File: config.mk
export PLATFORM = sky130hd
export DESIGN_NAME = podr_angle
export DESIGN_NICKNAME = d
export VERILOG_FILES = /design/src/hw/rtl/podr_pkg.sv /design/src/hw/rtl/podr_angle.sv
export SDC_FILE = /design/constraint.sdc
export NUM_CORES = 2
export LEC_CHECK = 0
export BUFFER_PORTS_ARGS = -buffer_cell sky130_fd_sc_hd__buf_2
export CAP_MARGIN = 20
export CELL_PAD_IN_SITES_DETAIL_PLACEMENT = 0
export CELL_PAD_IN_SITES_GLOBAL_PLACEMENT = 2
export CORE_ASPECT_RATIO = 0.9
export CORE_MARGIN = 2
export CORE_UTILIZATION = 37
export DETAILED_ROUTE_END_ITERATION = 8
export HOLD_SLACK_MARGIN = 0.06
export PLACE_DENSITY_LB_ADDON = 0.1
export SYNTH_ARGS = -nofsm -noshare
export SYNTH_HDL_FRONTEND = slang
export SYNTH_SLANG_ARGS = --single-unit
export TNS_END_PERCENT = 10
File: constraint.sdc
create_clock -name aclk -period 8.64 [get_ports aclk]
set_clock_uncertainty 0.05 [all_clocks]
set_input_delay 2.16 -clock aclk [delete_from_list [all_inputs] [get_ports aclk]]
set_output_delay 2.16 -clock aclk [all_outputs]
set_load 0.01 [all_outputs]
File: src/hw/rtl/podr_pkg.sv
// Shared types, constants and helper functions for the point rotator pipeline.
package podr_pkg;

    localparam int COORD_W  = 24;            // Q7.16 coordinate
    localparam int WIDE_W   = 26;            // unsaturated intermediate coordinate
    localparam int SPEED_W  = 18;
    localparam int TIME_W   = 24;
    localparam int TILT_W   = 19;
    localparam int CX_W     = 33;            // CORDIC x/y, Q1.30 with headroom
    localparam int ANG_W    = 34;            // signed angle, Q.30 radians
    localparam int MAG_W    = 40;            // angle magnitude before reduction
    localparam int PROD_W   = 43;            // speed times time, Q.32
    localparam int MUL_W    = 59;            // coordinate times sine or cosine
    localparam int TABLE_LEN = 24;

    localparam logic [MAG_W-1:0] TWO_PI  = MAG_W'(64'd6746518852);
    localparam logic [MAG_W-1:0] ANG_PI  = MAG_W'(64'd3373259426);
    localparam logic signed [ANG_W-1:0] PI_S   = ANG_W'(64'sd3373259426);
    localparam logic signed [ANG_W-1:0] HALF_S = ANG_W'(64'sd1686629713);
    localparam logic signed [CX_W-1:0]  GAIN   = CX_W'(64'sd652032874);
    localparam logic signed [COORD_W-1:0] COORD_MAX = 24'sh7FFFFF;
    localparam logic signed [COORD_W-1:0] COORD_MIN = 24'sh800000;

    typedef enum logic {
        OP_ORBIT = 1'b0,
        OP_DRAG  = 1'b1
    } op_t;

    // point carried along the pipeline
    typedef struct packed {
        op_t                       op;
        logic signed [WIDE_W-1:0]  x;
        logic signed [WIDE_W-1:0]  y;
        logic signed [WIDE_W-1:0]  z;
    } pnt_t;

    // one CORDIC lane
    typedef struct packed {
        logic signed [CX_W-1:0]  x;
        logic signed [CX_W-1:0]  y;
        logic signed [ANG_W-1:0] z;
        logic                    flip;
        logic                    skip;
    } lane_t;

    typedef struct packed {
        lane_t l0;
        lane_t l1;
    } lane_pair_t;

    // cosine and sine of one rotation
    typedef struct packed {
        logic signed [CX_W-1:0] c;
        logic signed [CX_W-1:0] s;
        logic                   skip;
    } trig_t;

    typedef struct packed {
        trig_t r0;   // first rotation (orbit about z, or drag about y)
        trig_t r1;   // second rotation (drag about x)
    } rot_pair_t;

    function automatic logic signed [ANG_W-1:0] atan_q30(input logic [4:0] idx);
        logic signed [ANG_W-1:0] v;
        case (idx)
            5'd0:  v = ANG_W'(64'sd843314857);
            5'd1:  v = ANG_W'(64'sd497837829);
            5'd2:  v = ANG_W'(64'sd263043837);
            5'd3:  v = ANG_W'(64'sd133525159);
            5'd4:  v = ANG_W'(64'sd67021687);
            5'd5:  v = ANG_W'(64'sd33543516);
            5'd6:  v = ANG_W'(64'sd16775851);
            5'd7:  v = ANG_W'(64'sd8388437);
            5'd8:  v = ANG_W'(64'sd4194283);
            5'd9:  v = ANG_W'(64'sd2097149);
            5'd10: v = ANG_W'(64'sd1048576);
            5'd11: v = ANG_W'(64'sd524288);
            5'd12: v = ANG_W'(64'sd262144);
            5'd13: v = ANG_W'(64'sd131072);
            5'd14: v = ANG_W'(64'sd65536);
            5'd15: v = ANG_W'(64'sd32768);
            5'd16: v = ANG_W'(64'sd16384);
            5'd17: v = ANG_W'(64'sd8192);
            5'd18: v = ANG_W'(64'sd4096);
            5'd19: v = ANG_W'(64'sd2048);
            5'd20: v = ANG_W'(64'sd1024);
            5'd21: v = ANG_W'(64'sd512);
            5'd22: v = ANG_W'(64'sd256);
            5'd23: v = ANG_W'(64'sd128);
            default: v = '0;
        endcase
        return v;
    endfunction

    // one micro-rotation with floor shifts
    function automatic lane_t cordic_step(input lane_t l, input logic [4:0] i);
        lane_t r;
        logic signed [CX_W-1:0] dx;
        logic signed [CX_W-1:0] dy;
        r  = l;
        dx = l.y >>> i;
        dy = l.x >>> i;
        if (!l.z[ANG_W-1]) begin
            r.x = l.x - dx;
            r.y = l.y + dy;
            r.z = l.z - atan_q30(i);
        end else begin
            r.x = l.x + dx;
            r.y = l.y - dy;
            r.z = l.z + atan_q30(i);
        end
        return r;
    endfunction

    // subtract one scaled multiple of two pi when it fits
    function automatic logic [MAG_W-1:0] mod_step(input logic [MAG_W-1:0] r,
                                                  input logic [2:0] k);
        logic [MAG_W-1:0] m;
        m = TWO_PI << k;
        return (r >= m) ? r - m : r;
    endfunction

endpackage

File: src/hw/rtl/podr_angle.sv
// Angle front end: orbit product, reduction modulo two pi, quadrant fold.
module podr_angle (
    input  logic                                 aclk,
    input  logic                                 aresetn,
    input  logic                                 en,
    input  logic                                 in_valid,
    input  podr_pkg::pnt_t                       in_pnt,
    input  logic signed [podr_pkg::SPEED_W-1:0]  in_speed,
    input  logic [podr_pkg::TIME_W-1:0]          in_time,
    input  logic signed [podr_pkg::TILT_W-1:0]   in_tilt_x,
    input  logic signed [podr_pkg::TILT_W-1:0]   in_tilt_y,
    output logic                                 out_valid,
    output podr_pkg::pnt_t                       out_pnt,
    output podr_pkg::lane_pair_t                 out_lanes
);

    localparam int NST = 7;

    logic [NST-1:0] v_reg;
    podr_pkg::pnt_t p_reg [NST];

    // stage 1: product and raw tilts
    logic signed [podr_pkg::PROD_W-1:0] prod_reg;
    logic signed [podr_pkg::TILT_W-1:0] tx_reg, ty_reg;
    logic signed [podr_pkg::PROD_W-1:0] prod_next;

    // stage 2..5: magnitudes and signs
    logic [podr_pkg::MAG_W-1:0] m0_reg [2:5];
    logic [podr_pkg::MAG_W-1:0] m1_reg [2:5];
    logic                       n0_reg [2:5];
    logic                       n1_reg [2:5];

    // stage 6: wrapped angles
    logic signed [podr_pkg::ANG_W-1:0] w0_reg, w1_reg;
    logic                              k0_reg, k1_reg;

    // stage 7: lanes
    podr_pkg::lane_pair_t lanes_reg;

    logic signed [podr_pkg::PROD_W-1:0] a0_next, a1_next;
    logic [podr_pkg::MAG_W-1:0] r0_a, r0_b, r1_a, r1_b, r0_c, r1_c;
    logic signed [podr_pkg::ANG_W-1:0] w0_next, w1_next;
    podr_pkg::lane_pair_t lanes_next;

    function automatic logic signed [podr_pkg::ANG_W-1:0] wrap(
        input logic [podr_pkg::MAG_W-1:0] r, input logic neg);
        logic signed [podr_pkg::ANG_W-1:0] w;
        w = $signed(podr_pkg::ANG_W'(r));
        if (r > podr_pkg::ANG_PI) begin
            w = $signed(podr_pkg::ANG_W'(r)) - $signed(podr_pkg::ANG_W'(podr_pkg::TWO_PI));
        end
        return neg ? -w : w;
    endfunction

    function automatic podr_pkg::lane_t fold(input logic signed [podr_pkg::ANG_W-1:0] w,
                                             input logic skip);
        podr_pkg::lane_t l;
        l.x    = podr_pkg::GAIN;
        l.y    = '0;
        l.z    = w;
        l.flip = 1'b0;
        l.skip = skip;
        if (w > podr_pkg::HALF_S) begin
            l.z    = w - podr_pkg::PI_S;
            l.flip = 1'b1;
        end else if (w < -podr_pkg::HALF_S) begin
            l.z    = w + podr_pkg::PI_S;
            l.flip = 1'b1;
        end
        return l;
    endfunction

    // form the product and the two angles, then reduce, wrap and fold them
    always_comb begin
        prod_next = podr_pkg::PROD_W'(in_speed) * $signed({19'd0, in_time});
        if (p_reg[0].op == podr_pkg::OP_DRAG) begin
            a0_next = podr_pkg::PROD_W'($signed({ty_reg, 14'd0}));
        end else begin
            a0_next = (prod_reg + podr_pkg::PROD_W'(2)) >>> 2;
        end
        a1_next = podr_pkg::PROD_W'($signed({tx_reg, 14'd0}));
        // largest orbit magnitude needs the 64 * two pi step as well
        r0_a = podr_pkg::mod_step(podr_pkg::mod_step(podr_pkg::mod_step(m0_reg[2], 3'd6),
                                                     3'd5), 3'd4);
        r1_a = podr_pkg::mod_step(podr_pkg::mod_step(podr_pkg::mod_step(m1_reg[2], 3'd6),
                                                     3'd5), 3'd4);
        r0_b = podr_pkg::mod_step(podr_pkg::mod_step(m0_reg[3], 3'd3), 3'd2);
        r1_b = podr_pkg::mod_step(podr_pkg::mod_step(m1_reg[3], 3'd3), 3'd2);
        r0_c = podr_pkg::mod_step(podr_pkg::mod_step(m0_reg[4], 3'd1), 3'd0);
        r1_c = podr_pkg::mod_step(podr_pkg::mod_step(m1_reg[4], 3'd1), 3'd0);
        w0_next = wrap(m0_reg[5], n0_reg[5]);
        w1_next = wrap(m1_reg[5], n1_reg[5]);
        lanes_next.l0 = fold(w0_reg, k0_reg);
        lanes_next.l1 = fold(w1_reg, k1_reg);
    end

    // advance valid bits
    always_ff @(posedge aclk) begin
        if (!aresetn) begin
            v_reg <= '0;
        end else if (en) begin
            v_reg <= {v_reg[NST-2:0], in_valid};
        end
    end

    // advance payload
    always_ff @(posedge aclk) begin
        if (en) begin
            p_reg[0] <= in_pnt;
            for (int i = 1; i < NST; i++) begin
                p_reg[i] <= p_reg[i-1];
            end
            prod_reg  <= prod_next;
            tx_reg    <= in_tilt_x;
            ty_reg    <= in_tilt_y;
            n0_reg[2] <= a0_next[podr_pkg::PROD_W-1];
            n1_reg[2] <= a1_next[podr_pkg::PROD_W-1];
            m0_reg[2] <= podr_pkg::MAG_W'(a0_next[podr_pkg::PROD_W-1] ? -a0_next : a0_next);
            m1_reg[2] <= podr_pkg::MAG_W'(a1_next[podr_pkg::PROD_W-1] ? -a1_next : a1_next);
            m0_reg[3] <= r0_a;
            m1_reg[3] <= r1_a;
            m0_reg[4] <= r0_b;
            m1_reg[4] <= r1_b;
            m0_reg[5] <= r0_c;
            m1_reg[5] <= r1_c;
            n0_reg[3] <= n0_reg[2];
            n1_reg[3] <= n1_reg[2];
            n0_reg[4] <= n0_reg[3];
            n1_reg[4] <= n1_reg[3];
            n0_reg[5] <= n0_reg[4];
            n1_reg[5] <= n1_reg[4];
            w0_reg    <= w0_next;
            w1_reg    <= w1_next;
            k0_reg    <= (m0_reg[5] == '0);
            k1_reg    <= (m1_reg[5] == '0);
            lanes_reg <= lanes_next;
        end
    end

    assign out_valid = v_reg[NST-1];
    assign out_pnt   = p_reg[NST-1];
    assign out_lanes = lanes_reg;

endmodule

==> flow_metrics.py <==
metrics = {
    "routing": {
        "ant_nets": 0,
        "drt_wl_total_mm": 189,
        "dr.pass1.iters": 6,
        "drc": 0,
        "wl_per_cell_um": 19.3,
        "drtIter0Drc": 3299,
        "via_count": 49800,
        "viasPerCell": 5.09,
    },
    "synth": {
        "syn_inst": 6752,
        "synth_edf_count": 1073,
        "yosys_warnings": 0,
        "synth_cell_types": 108,
        "ys_async_sr_fraction_pct": 0,
        "avgSynthCellArea_um2": 10.6,
        "synth_ff_type": "edfxtp_1",
        "netlist_area_um2": 71300,
        "yosysSeqAreaShare_pct": 45.4,
        "synth_seq_cells": 1080,
    },
    "floorplan": {
        "die_h_um": 420,
        "start_util_pct": 37.3,
        "die_area_um2": 196000,
        "fp.coreArea_um2": 191000,
        "fp.dieW_um": 467,
        "ioPinCount": 447,
        "rows": 152,
    },
    "final_layout": {
        "finalNonFillerCells": 9783,
        "post-route-util_pct": 42.2,
        "final_nets": 7840,
        "mostFrequentLayoutCells": "edfxtp_1 (1,073), nand2_1 (788), inv_1 (555)",
        "largest_reg_flops": 553,
        "drive_gt1_share_pct": 12.2,
        "diodes": 0,
        "area_growth_pct": 13.2,
        "layout_commonest_cell": "edfxtp_1",
    },
    "setup_path": {
        "start_kind": "input pin",
        "crit_family": "adder cells",
        "cp.required_ns": 9.09,
        "crit_path_end_kind": "register",
        "crit_slowest_cell": "fa_1",
        "path_buf_inv": 8,
        "critical_path.max_stage_delay_ns": 0.58,
        "path_max_fanout": 9,
        "critical_path_class": "input pin to register",
        "worst_ep_arrival_time_ns": 8.77,
        "cp_common_cell": "fa_1",
    },
    "sta": {
        "fin_tns_setup_ns": 0,
        "maxSlewHeadroom_pct": 25.5,
        "max_freq_mhz": 120,
        "setup_viol": 0,
        "worstMarginPinSlew_ns": 1.11,
        "rsz0062_at_grt": "true",
        "layout_worst_path_cycle_share_pct": 96.4,
        "min_period_ns": 8.33,
        "final_hold_viol_count": 0,
        "slew_viol_final": 0,
    },
    "clocking": {
        "cts_sinks": 1080,
        "numCtsBuffers": 117,
        "h-tree-depth": 3,
        "clk_latency_ns": 0.81,
        "cts_tree": "yes",
        "cts_root_buffer": "clkbuf_16",
        "cts_max_path_buffers": 3,
        "cts.clk_slew.worst_paths_ns": 0.06,
    },
    "grt": {
        "grt_pass1_vias": 49000,
        "grt_use_total_pct": 19.0,
        "overflow": 0,
        "grt_start_max_net_pins": 168,
        "antenna_found_initial": 6,
        "grt_pass1_wl_mm": 292,
    },
    "pwr": {
        "ir_drop_v": 0.000535,
        "powerDensity_nw_per_um2": 432,
        "p_leak_nw": 31.9,
    },
    "placement": {
        "io_buffers": 313,
        "place_congestion": 0.867,
        "dp_cells": 9563,
        "dp_hpwl_mm": 148,
    },
    "run_status": {
        "run_status": "finished, final reports clean",
    },
    "job": {
        "cap_violations": 0,
    },
    "hold_path": {
        "hold_path.class": "register to register",
    },
}
cells in the mapped netlist, types with 14 or more instances:
| library cell | n | area, um^2 |
|---|---|---|
| a211o_1 | 21 | 184 |
| a211oi_1 | 50 | 375 |
| a21boi_0 | 19 | 143 |
| a21o_1 | 67 | 503 |
| a21oi_1 | 259 | 1300 |
| a22oi_1 | 21 | 158 |
| a31o_2 | 14 | 123 |
| a31oi_1 | 59 | 369 |
| and2_1 | 171 | 1070 |
| and3_1 | 53 | 332 |
| buf_1 | 19 | 71.3 |
| buf_2 | 21 | 105 |
| buf_4 | 137 | 1030 |
| clkbuf_1 | 254 | 953 |
| edfxtp_1 | 1073 | 32200 |
| fa_1 | 352 | 7050 |
| ha_1 | 184 | 2300 |
| inv_1 | 555 | 2080 |
| mux2i_1 | 31 | 310 |
| nand2_1 | 788 | 2960 |
| nand2b_1 | 86 | 538 |
| nand3_1 | 142 | 711 |
| nand3b_1 | 18 | 135 |
| nand4_1 | 58 | 363 |
| nor2_1 | 438 | 1640 |
| nor2b_1 | 50 | 313 |
| nor3_1 | 121 | 606 |
| nor3b_1 | 22 | 165 |
| nor4_1 | 53 | 332 |
| o211ai_1 | 36 | 270 |
| o21a_1 | 41 | 308 |
| o21ai_0 | 270 | 1350 |
| o21bai_1 | 16 | 120 |
| o22ai_1 | 28 | 175 |
| o31a_1 | 15 | 131 |
| o31ai_1 | 58 | 435 |
| o41ai_1 | 18 | 158 |
| or2_2 | 42 | 263 |
| or3_1 | 53 | 332 |
| or4_1 | 23 | 173 |
| xnor2_1 | 466 | 4080 |
| xor2_1 | 257 | 2250 |
area by class of cell:
cell class,count,area [um^2]
repair buffers,567,3690
fillers,18400,110000
inverters,560,2100
well taps,2541,3180
clock inverters,86,1140
flip-flops and latches,1080,32400
multi-input cells,4815,35200
clock buffers,134,2990
worst paths after layout:
path / from / end / slack [ns] / cells after the start
max: in_speed[4] / prod_reg[42]$_DFFE_PP_ / 0.31 / 28
min: p_reg[3][4]$_DFFE_PP_ / p_reg[4][4]$_DFFE_PP_ / 0.30 / 0
max reg2reg: m0_reg[1][0]$_DFFE_PP_ / m0_reg[1][60]$_DFFE_PP_ / 1.04 / 28
min reg2reg: p_reg[3][4]$_DFFE_PP_ / p_reg[4][4]$_DFFE_PP_ / 0.30 / 0
per-stage QoR:
step	total power, mW	setup slack, ns	hold WS (ns)	area, um^2
6_report	34.8	0.313	0.302	80700
5_1_grt	37.9	-0.0407	0.305	80700
4_1_cts	35.3	0.0126	0.297	80600
3_5_place_dp	29.8	-0.764	0.355	76500
3_3_place_gp	29.7	-0.814	0.350	76500
2_1_floorplan	22.9	-0.000290	0.350	71900
what timing repair did:
| item | 4_1_cts | 5_1_grt |
|---|---|---|
| resized for setup | 0 | 13 |
| setup endpoints to repair | 0 | 8 |
| hold buffers | 0 | 0 |
| setup buffers | 0 | 0 |
per-layer routing:
metal	global-route usage [%]	wire length, um	vias up
li1	-	-	24100
met1	26.7	88400	24600
met2	31.6	90700	934
met3	2.35	6560	184
met5	0	27	-
met4	3.49	2900	4
power by group:
group	internal, mW	switching, mW
Clock	3.13	2.19
Sequential	8.24	1.58
Combinational	8.71	11.0
kinds of logic (layout without fill, tap and decap cells):
family	Yosys count	in the layout	share of synthesized area (%)
muxes	42	42	0.609
buffers and inverters	995	1347	6.04
and+or+nand+nor	2183	2183	14.8
DFF	1080	1080	45.4
AOI/OAI and AO/OA	1191	1191	11.1
other	2	140	0.0105
adders and majority gates	536	536	13.1
xor gates and xnor gates	723	723	8.89
No activity file was read; power rests on OpenSTA's default activity.
